<file path="config.mk">
export PLATFORM = sky130hd
export DESIGN_NAME = cca_engine
export DESIGN_NICKNAME = d
export VERILOG_FILES = /design/src/design/cca_pkg.sv /design/src/design/cca_engine.sv
export SDC_FILE = /design/constraint.sdc
export NUM_CORES = 1
export LEC_CHECK = 0
export BUFFER_PORTS_ARGS = -buffer_cell sky130_fd_sc_hd__buf_2
export CAP_MARGIN = 25
export CELL_PAD_IN_SITES_DETAIL_PLACEMENT = 1
export CELL_PAD_IN_SITES_GLOBAL_PLACEMENT = 1
export CORE_UTILIZATION = 45
export CTS_CLUSTER_SIZE = 24
export DETAILED_ROUTE_END_ITERATION = 10
export GPL_TIMING_DRIVEN = 0
export HOLD_SLACK_MARGIN = 0.1
export PLACE_DENSITY = 0.9
export SKIP_LAST_GASP = 1
export SLEW_MARGIN = 10
export SYNTH_ARGS = -nofsm -noshare
export SYNTH_HDL_FRONTEND = slang
export SYNTH_SLANG_ARGS = --single-unit
</file>
<file path="constraint.sdc">
create_clock -name clk -period 6.5 [get_ports clk]
set_input_delay 0.65 -clock clk [delete_from_list [all_inputs] [get_ports clk]]
set_output_delay 0.65 -clock clk [all_outputs]
set_load 0.01 [all_outputs]
</file>
<file path="src/design/cca_pkg.sv">
`timescale 1ns / 1ps

package cca_pkg;

	// Map geometry
	localparam int CELL_COUNT = 1024;
	localparam int OWNER_BITS = 16;
	localparam int ADDR_W     = $clog2(CELL_COUNT);
	localparam int CNT_W      = $clog2(CELL_COUNT + 1);

	// Fixed field widths
	localparam int CMD_W    = 1;
	localparam int ID_W     = 16;
	localparam int RUN_W    = 11;
	localparam int STATUS_W = 2;
	localparam int START_W  = 10;
	localparam int FREED_W  = 11;
	localparam int POLICY_W = 2;

	// Request kinds
	localparam logic [CMD_W-1:0] CMD_ALLOC = 1'b0;
	localparam logic [CMD_W-1:0] CMD_CLEAR = 1'b1;

	// Result status codes
	localparam logic [STATUS_W-1:0] STAT_DONE    = 2'd0;
	localparam logic [STATUS_W-1:0] STAT_NOSPACE = 2'd1;
	localparam logic [STATUS_W-1:0] STAT_BAD     = 2'd2;

	// Placement policies (the unused code acts as first fit)
	localparam logic [POLICY_W-1:0] POL_FIRST = 2'd0;
	localparam logic [POLICY_W-1:0] POL_BEST  = 2'd1;
	localparam logic [POLICY_W-1:0] POL_WORST = 2'd2;

	typedef struct packed {
		logic [CMD_W-1:0] command;
		logic [ID_W-1:0]  owner_id;
		logic [RUN_W-1:0] run_length;
	} req_t;

	typedef struct packed {
		logic [STATUS_W-1:0] status;
		logic [START_W-1:0]  run_start;
		logic [FREED_W-1:0]  cells_freed;
	} res_t;

	typedef struct packed {
		logic                  we;
		logic [ADDR_W-1:0]     waddr;
		logic [OWNER_BITS-1:0] wdata;
		logic                  re;
		logic [ADDR_W-1:0]     raddr;
	} mem_req_t;

endpackage

</file>
<file path="src/design/cca_engine.sv">
`timescale 1ns / 1ps

module cca_engine
	import cca_pkg::*;
(
	input  logic                  clk,
	input  logic                  arst_n,
	input  logic [POLICY_W-1:0]   policy,
	input  logic                  req_valid,
	output logic                  req_ready,
	input  req_t                  req,
	output logic                  res_valid,
	input  logic                  res_take,
	output res_t                  res,
	output mem_req_t              mem,
	input  logic [OWNER_BITS-1:0] rdata
);

	localparam int CMP_W = (CNT_W > RUN_W) ? CNT_W : RUN_W;
	localparam logic [ADDR_W-1:0] LAST_ADDR = ADDR_W'(CELL_COUNT - 1);

	typedef enum logic [6:0] {
		S_INIT  = 7'b0000001,
		S_IDLE  = 7'b0000010,
		S_SCAN  = 7'b0000100,
		S_CLOSE = 7'b0001000,
		S_FILL  = 7'b0010000,
		S_CLR   = 7'b0100000,
		S_DONE  = 7'b1000000
	} state_t;

	state_t                state_q;
	logic [ADDR_W-1:0]     cnt_q;
	logic                  issue_q;
	logic                  vld_s1;
	logic                  last_s1;
	logic [ADDR_W-1:0]     addr_s1;
	logic [OWNER_BITS-1:0] owner_q;
	logic [RUN_W-1:0]      want_q;
	logic [CNT_W-1:0]      hole_len_q;
	logic [ADDR_W-1:0]     hole_start_q;
	logic                  have_q;
	logic [CNT_W-1:0]      best_len_q;
	logic [ADDR_W-1:0]     best_start_q;
	logic [ADDR_W-1:0]     fill_addr_q;
	logic [RUN_W-1:0]      remain_q;
	logic [CNT_W-1:0]      freed_q;
	res_t                  res_q;

	logic                  req_fire;
	logic                  bad_req;
	logic                  cell_free;
	logic                  owner_hit;
	logic                  close_hole;
	logic                  take_hole;
	logic                  nhave;
	logic [CNT_W-1:0]      nbest_len;
	logic [ADDR_W-1:0]     nbest_start;
	logic                  fail;

	// Decide whether a closed hole replaces the current choice
	function automatic logic better_hole(
		input logic [POLICY_W-1:0] pol,
		input logic [CNT_W-1:0]    len,
		input logic [RUN_W-1:0]    want,
		input logic                have,
		input logic [CNT_W-1:0]    blen
	);
		logic fits;
		fits = CMP_W'(len) >= CMP_W'(want);
		priority if (pol == POL_WORST) begin
			return !have || (len > blen);
		end else if (!fits) begin
			return 1'b0;
		end else if (pol == POL_BEST) begin
			return !have || (len < blen);
		end else begin
			return !have;
		end
	endfunction

	assign req_ready = (state_q == S_IDLE);
	assign req_fire  = req_valid && req_ready;
	assign bad_req   = (req.owner_id[OWNER_BITS-1:0] == '0)
		|| ((req.command == CMD_ALLOC) && (req.run_length == '0));
	assign res_valid = (state_q == S_DONE);
	assign res       = res_q;

	assign cell_free = (rdata == '0);
	assign owner_hit = vld_s1 && (rdata == owner_q);

	// Close a hole on a used cell or at the end of the map
	always_comb begin
		close_hole = (hole_len_q != '0)
			&& (((state_q == S_SCAN) && vld_s1 && !cell_free) || (state_q == S_CLOSE));
		take_hole   = close_hole && better_hole(policy, hole_len_q, want_q, have_q, best_len_q);
		nhave       = have_q || take_hole;
		nbest_len   = take_hole ? hole_len_q : best_len_q;
		nbest_start = take_hole ? hole_start_q : best_start_q;
		fail        = !nhave || (CMP_W'(nbest_len) < CMP_W'(want_q));
	end

	// Drive the memory port
	always_comb begin
		mem       = '0;
		mem.re    = issue_q;
		mem.raddr = cnt_q;
		unique case (state_q)
			S_INIT: begin
				mem.we    = 1'b1;
				mem.waddr = cnt_q;
			end
			S_CLR: begin
				mem.we    = owner_hit;
				mem.waddr = addr_s1;
			end
			S_FILL: begin
				mem.we    = 1'b1;
				mem.waddr = fill_addr_q;
				mem.wdata = owner_q;
			end
			default: begin
				mem.we = 1'b0;
			end
		endcase
	end

	// Advance the read stream and the data stage
	always_ff @(posedge clk or negedge arst_n) begin
		if (!arst_n) begin
			vld_s1  <= 1'b0;
			last_s1 <= 1'b0;
			addr_s1 <= '0;
		end else begin
			vld_s1  <= issue_q;
			last_s1 <= issue_q && (cnt_q == LAST_ADDR);
			addr_s1 <= cnt_q;
		end
	end

	// Sequence the clearing pass, scans, fill and result
	always_ff @(posedge clk or negedge arst_n) begin
		if (!arst_n) begin
			state_q      <= S_INIT;
			cnt_q        <= '0;
			issue_q      <= 1'b0;
			owner_q      <= '0;
			want_q       <= '0;
			hole_len_q   <= '0;
			hole_start_q <= '0;
			have_q       <= 1'b0;
			best_len_q   <= '0;
			best_start_q <= '0;
			fill_addr_q  <= '0;
			remain_q     <= '0;
			freed_q      <= '0;
			res_q        <= '0;
		end else begin
			if (issue_q) begin
				cnt_q <= cnt_q + 1'b1;
				if (cnt_q == LAST_ADDR) begin
					issue_q <= 1'b0;
				end
			end
			unique case (state_q)
				S_INIT: begin
					cnt_q <= cnt_q + 1'b1;
					if (cnt_q == LAST_ADDR) begin
						state_q <= S_IDLE;
					end
				end
				S_IDLE: begin
					if (req_fire) begin
						if (bad_req) begin
							res_q   <= '{status: STAT_BAD, run_start: '0, cells_freed: '0};
							state_q <= S_DONE;
						end else begin
							owner_q    <= req.owner_id[OWNER_BITS-1:0];
							want_q     <= req.run_length;
							cnt_q      <= '0;
							issue_q    <= 1'b1;
							hole_len_q <= '0;
							have_q     <= 1'b0;
							best_len_q <= '0;
							freed_q    <= '0;
							state_q    <= (req.command == CMD_CLEAR) ? S_CLR : S_SCAN;
						end
					end
				end
				S_SCAN: begin
					if (vld_s1) begin
						if (cell_free) begin
							if (hole_len_q == '0) begin
								hole_start_q <= addr_s1;
							end
							hole_len_q <= hole_len_q + 1'b1;
						end else begin
							hole_len_q <= '0;
						end
						have_q       <= nhave;
						best_len_q   <= nbest_len;
						best_start_q <= nbest_start;
						if (last_s1) begin
							state_q <= S_CLOSE;
						end
					end
				end
				S_CLOSE: begin
					if (fail) begin
						res_q   <= '{status: STAT_NOSPACE, run_start: '0, cells_freed: '0};
						state_q <= S_DONE;
					end else begin
						best_start_q <= nbest_start;
						fill_addr_q  <= nbest_start;
						remain_q     <= want_q;
						state_q      <= S_FILL;
					end
				end
				S_FILL: begin
					fill_addr_q <= fill_addr_q + 1'b1;
					remain_q    <= remain_q - 1'b1;
					if (remain_q == RUN_W'(1)) begin
						res_q   <= '{status: STAT_DONE, run_start: START_W'(best_start_q),
							cells_freed: '0};
						state_q <= S_DONE;
					end
				end
				S_CLR: begin
					if (owner_hit) begin
						freed_q <= freed_q + 1'b1;
					end
					if (vld_s1 && last_s1) begin
						res_q   <= '{status: STAT_DONE, run_start: '0,
							cells_freed: FREED_W'(freed_q + CNT_W'(owner_hit))};
						state_q <= S_DONE;
					end
				end
				S_DONE: begin
					if (res_take) begin
						state_q <= S_IDLE;
					end
				end
				default: begin
					state_q <= S_INIT;
				end
			endcase
		end
	end

endmodule

</file>
## After elaboration in Yosys (flattened, before gate mapping)

Cells that the tools add are included.

| cells by class | value |
|---|---|
| add/subtract/negate cells | 6 |
| reduce and logical (&&, ||, !) cells | 37 |
| equality and inequality tests | 24 |
| magnitude comparators | 4 |
| bitwise gates (word level) | 2 |
| mux-type cells | 53 |

Operators with widths:

| cell | count |
|---|---|
| 23-bit two-way mux | 5 |
| 23-bit one-hot mux with 4 select lines | 1 |
| 11-bit two-way mux | 8 |
| 11-bit one-hot mux with 2 select lines | 4 |
| 7-bit two-way mux | 9 |
| 10-bit two-way mux | 6 |
| 10-bit one-hot mux with 2 select lines | 3 |
| 7-bit one-hot mux with 7 select lines | 1 |
| 16-bit zero test | 2 |
| 10-bit one-hot mux with 3 select lines | 1 |
| 11-bit by 1-bit adder with 11-bit output, second input constant | 2 |
| 11-bit zero test | 2 |
| 11-bit < comparator | 2 |
| 10-bit by 1-bit adder with 10-bit output, second input constant | 2 |
| 2-bit inequality test, second input constant | 9 |
| 16-bit equality test | 1 |
| 16-bit two-way mux | 1 |
| 4-bit AND reduction | 3 |
| 11-bit by 1-bit adder with 11-bit output | 1 |
| 11-bit by 1-bit equality test with 1-bit output, second input constant | 1 |
| 11-bit greater-or-equal comparator | 1 |
| 11-bit > comparator | 1 |
| 1-bit two-way mux | 11 |
| 11-bit nonzero test | 1 |
| other kinds (25) | 48 |

| word-level totals | value |
|---|---|
| bits of input ports | 50 |
| output and inout port bits | 63 |
| register bits | 155 |

## Depth between registers and ports, before layout

| depth | value |
|---|---|
| word-level depth | 11 |
| gate-level depth with buffers | 21 |
| mapped depth without buffers | 18 |

## Worst setup path before layout

No wires, ideal clock.

| timing | value |
|---|---|
| path type | reg2reg |
| start | register hole_len_q[4] |
| end | register best_start_q[0] |
| setup slack | 1928 ps |
| cell stages (with the launch flop) | 19 |
| required time | 6375 ps |
| clock period less this slack | 4572 ps |
| arrival | 4448 ps |
| path buffers | 1 |
| path through | dfrtp_1 -> ha_1 -> a211oi_1 -> nor2_1 -> o31ai_1 -> a21oi_1 -> o211ai_4 -> clkbuf_1 -> mux2_2 -> ha_1 -> a21o_1 -> a21o_1 -> a21oi_1 -> o21ai_0 -> a211o_1 -> a211oi_2 -> nor2_1 -> o21bai_2 -> mux2_2 |

| on the way | value |
|---|---|
| word-level cells in the longest chain between the ends | 11 |

RTL lines:

| item | line | text |
|---|---|---|
| start: declaration | cca_engine.sv:40 | `logic [CNT_W-1:0] hole_len_q;` |
| start signal: assignment | cca_engine.sv:196 | `hole_len_q <= hole_len_q + 1'b1;` |
| 11-bit < comparator | cca_engine.sv:76 | `return !have \|\| (len < blen);` |
| 1-bit logical OR | cca_engine.sv:76 |  |
| 1-bit two-way mux | cca_engine.sv:75 | `end else if (pol == POL_BEST) begin` |
| 1-bit two-way mux | cca_engine.sv:73 | `end else if (!fits) begin` |
| 1-bit two-way mux | cca_engine.sv:71 | `priority if (pol == POL_WORST) begin` |
| 1-bit logical AND | cca_engine.sv:96 | `take_hole = close_hole && better_hole(policy, hole_len_q, want_q, have_q, best_len_q);` |
| 11-bit two-way mux / 1-bit logical OR (equally long branches) | cca_engine.sv:98, cca_engine.sv:97 |  |
| 11-bit < comparator / 1-bit zero test (equally long branches) | cca_engine.sv:100 | `fail = !nhave \|\| (CMP_W'(nbest_len) < CMP_W'(want_q));` |
| 1-bit logical OR | cca_engine.sv:100 |  |
| 2-bit inequality test (no source line) | n/a |  |
| 3-bit AND reduction (no source line) | n/a |  |
| end signal: assignment | cca_engine.sv:202 | `best_start_q <= nbest_start;` |
| end signal: assignment | cca_engine.sv:213 | `best_start_q <= nbest_start;` |
| end: declaration | cca_engine.sv:44 | `logic [ADDR_W-1:0] best_start_q;` |

Several ways; a longest one is shown, not always the timed one. The select of a mux whose other input is x is not followed.
A chain may end at the register's enable or synchronous reset.

## Worst setup path in the final report

| timing | value |
|---|---|
| start | register hole_len_q[8] |
| end | register best_start_q[6] |

The elaborated chain is that of the path after synthesis.

==> results.md <==
- The run finished with clean final reports.
- Buffers added to address setup during post-CTS repair amount to 0.
- The overall routed net length is roughly 30 mm.
- The total grt overflow is 0.
- In this run the core area contains 49 standard-cell rows.
- The placed instances occupy a cell area of between 9000 and 10000 sq um.
- The fraction of layout instances using a drive strength above 1 is around a fifth.
- The largest total area in the synthesized netlist belongs to dfrtp_1.
- For this block, the via count after detailed routing is about 8100.
- The number of sinks on the clock net is 155.
- Summing the sequential cell areas from Yosys gives between 40% and 50% of the chip area.
- In this run the worst hold path is classified as in -> async.
- Based on the critical path, the design can be clocked at up to 166 MHz.
- The clock slew at the register clock pins of the worst setup and hold paths is 70 ps.
- The maximum fanout along the worst path is 10.
- The number of enable-type register cells in the synthesized netlist is 0.
- TritonCTS built the clock tree.
- TritonCTS created 17 clock buffers.
- The final-report hold violation count is 0.
- The critical path in this run is classified as reg -> reg.
- STA classifies the critical path startpoint as a flop.
- The post-synthesis cell count is roughly 900.
- The maximum number of pins on one net before global-route repair is between 100 and 150.
- The mean routed wirelength per cell is roughly 24 microns.
- The routability-driven placement congestion ratio is between 0.8 and 0.9.
- The insertion delay to the later sink of the worst-skew pair is 450 ps.
- The final number of max-transition violations is 0.
- The starting density of the core is about 47%.
- Global routing consumed, over all layers together, roughly 33% of the routing resources.
- The number of antenna violations at the first check in global routing is 0.
- The number of search-and-repair iterations in the first detailed-routing pass is 6.
- The power per unit of standard cell area is ~310 nW/um^2.
- The die covers between 15000 and 20000 sq um.
- Headroom to the max-slew limit came out at approximately 34%.
- The most used flip-flop cell after synthesis is dfrtp_1.
- In the final design database the tool counted 1101 nets.
- The worst clock skew is 14.3 ps.
- The required time of the critical path is about 6800 ps.
- The number of buffers inserted by hold repair at cts is 0.
- The post-route standard cell area excluding fillers is ~10000 sq um.
- From left edge to right edge, the die measures 139 microns.
- For the worst setup path, the data arrival time is about 6400 ps.
- The synthesized netlist occupies a cell area of about 8500 sq um.
- The total inserted antenna cells is 0.
- The count of state elements after synthesis is between 150 and 200.
- The multi-input combinational cells in the finished layout cover a total of 4230 sq um.
- The total area inside the core boundary comes to 18200 sq um.
- The number of buffers added on ports is between 100 and 150.
- After the first detailed-routing iteration, the DRC count stood at 824.
- The leakage power is about 4.9 nW.
- The fraction of synthesis flops using an asynchronous set or reset pin is 100%.
- From bottom edge to top edge, the die measures roughly 140 microns.
- The shortest clock period the worst path allows after layout is 6040 ps.
- Sorting the synthesized cells by area gives the leading types as dfrtp_1 45%, ha_1 6.0%, nand2_1 5.0%.
- The sum of negative setup slack is 0 ps.
- The sequential cells in the finished layout cover a total of a little under 4000 sq um.
- The number of remaining DRC errors is 0.
- After filler insertion, the fill cell instance count of the layout stands at 2086.
- The capturing element type of the critical path is a flop.
- The area growth from synthesis to layout is 17.4%.
- The final critical path takes up about 93% of the cycle.
- The netlist uses 69 different library cells.
- The cell at the root of the clock tree is clkbuf_16.
- The synthesized netlist net count is 969.
- The total of warnings raised by yosys is 0.
- The buffer levels on the longest clock path is 2.
- The number of cells upsized or downsized after cts is 0.
- At the pin with the least slew margin, the transition time is a little under 1000 ps.
- The number of global-route vias before repair came to 8892.
- The HPWL after detailed placement is slightly above 20 mm.
- The worst-case vdd ir drop is 0.000222 V.
- The clock tree synthesis step divided the H-tree into 4 levels.
- Setup violations remaining at the end of the flow were counted as 0.
- The detail route stage leaves a number of antenna-violating nets equal to 0.
- Setup repair after global routing left no endpoint under its margin.
- The first global-routing pass estimated 49.2 mm of wire.
- The share of synthesized area in the top cell type comes to 45.3%.
- The reported max-cap violation count is 0.
- ~110 I/O pins were placed.
- The worst slack on hold paths is around 90 ps.
- After detailed routing, the number of vias per cell comes to around 6.5.
- The average cell area after synthesis is 9.68 sq um.
-- through the flow --
step	instances	total power [mW]	utilization, %	worst slack (ps)
after floorplan	878	1.71	-	1930
after global placement	1219	1.98	51.3	834
after detailed placement	1220	2.05	51.5	731
after CTS	1252	3.11	54.8	580
after global routing	1252	3.24	54.8	278
final	1252	3.12	54.8	463
-- layout make-up --
cell class	instances	share of cell area (%)
multi-input cells	627	42.4
flip-flops and latches	155	38.9
repair buffers	113	5.99
clock buffers	18	4.30
well taps	229	2.87
plain buffers	47	2.07
inverters	49	1.84
clock inverters	14	1.63
-- cell usage after synthesis (3+ instances only) --
cell type	number
dfrtp_1	154
nand2_1	113
o21ai_0	65
nor2_1	56
inv_1	49
ha_1	41
clkbuf_1	36
mux2_2	32
nand3_1	25
xor2_1	23
a21oi_1	21
and2_1	21
nor4_1	18
xnor2_1	16
and3_1	14
o31ai_1	14
a211oi_1	13
a32o_1	13
nand4_1	13
nor3_1	12
o41ai_1	12
mux2i_1	11
a222oi_1	10
or3_1	7
nand3b_1	6
a21o_1	5
a31oi_1	5
nand2b_1	5
nor2b_1	4
o2111ai_1	4
a22oi_1	3
buf_1	3
buf_2	3
buf_4	3
o211ai_1	3
o22ai_1	3
o31a_1	3
-- power breakdown --
group	total (mW)	switching [mW]	internal (mW)	leakage, nW
Sequential	1.31	0.182	1.13	2.04
Clock	1.03	0.454	0.575	0.287
Combinational	0.779	0.494	0.286	2.57
-- worst max-delay path: stages (launching register included) --
cell and delay [ps]:
dfrtp_1 590, ha_1 320, a21oi_1 140, nor2_1 60, a211oi_1 460, a21oi_1 220
o211ai_4 470, clkbuf_1 670, mux2_2 430, ha_1 290, a21o_1 160, a21o_1 170
a21oi_1 160, o21ai_0 180, a211o_1 330, a211oi_2 220, nor2_1 150, o21bai_2 480
mux2_2 410
-- worst paths after layout --
check,startpoint,end,slack [ps],cells past startpoint
max,hole_len_q[8],best_start_q[6],460,18
min,arst_n,owner_q[5],90,1
max reg2reg,hole_len_q[8],best_start_q[6],460,18
min reg2reg,cnt_q[9],addr_s1[9],490,0
max in group asynchronous,arst_n,res[14],5490,2
min in group clk,req[16],owner_q[5],420,3
-- kinds of logic (layout without fill, tap and decap cells) --
group | count (synthesis) | in the layout | share of synthesized area (%)
simple gates | 311 | 311 | 18.0
buf+inv | 96 | 241 | 4.59
flops | 155 | 155 | 45.6
fa+ha+maj | 41 | 41 | 6.03
mux | 43 | 43 | 5.53
xor+xnor | 39 | 39 | 4.02
compound gates | 193 | 193 | 16.2
-- cells in the final DEF, fill, tap and decap left out, drive strengths merged, types with 11 or more instances in the layout --
| cell type | n |
|---|---|
| dfrtp | 154 |
| nand2 | 113 |
| xor2 | 23 |
| mux2i | 11 |
| o31ai | 14 |
| clkbuf | 54 |
| and2 | 21 |
| nand3 | 25 |
| mux2 | 32 |
| inv | 54 |
| o41ai | 12 |
| o21ai | 66 |
| a32o | 13 |
| nor3 | 14 |
| nor4 | 19 |
| ha | 41 |
| xnor2 | 16 |
| a21oi | 21 |
| nor2 | 56 |
| nand4 | 13 |
| and3 | 14 |
| buf | 124 |
| a211oi | 15 |
-- flip-flops by register name (all words and copies together), names as in the netlist, 7 cells and up --
| register | cells |
|---|---|
| best_start_q | 10 |
| owner_q | 16 |
| want_q | 11 |
| hole_len_q | 11 |
| remain_q | 11 |
| res | 23 |
| fill_addr_q | 10 |
| state_q | 7 |
| freed_q | 11 |
| cnt_q | 10 |
| best_len_q | 11 |
| addr_s1 | 10 |
| hole_start_q | 10 |
-- metal layers --
metal / global-route usage [%] / wire, microns / share of wire [%]
met1: 40.8 / 12400 / 40
met3: 5.30 / 2010 / 6.6
met4: 20.0 / 1530 / 5.0
met2: 53.8 / 14700 / 48
met5: 0 / 0 / 0
Note: power is estimated with default switching activity, not from simulation.
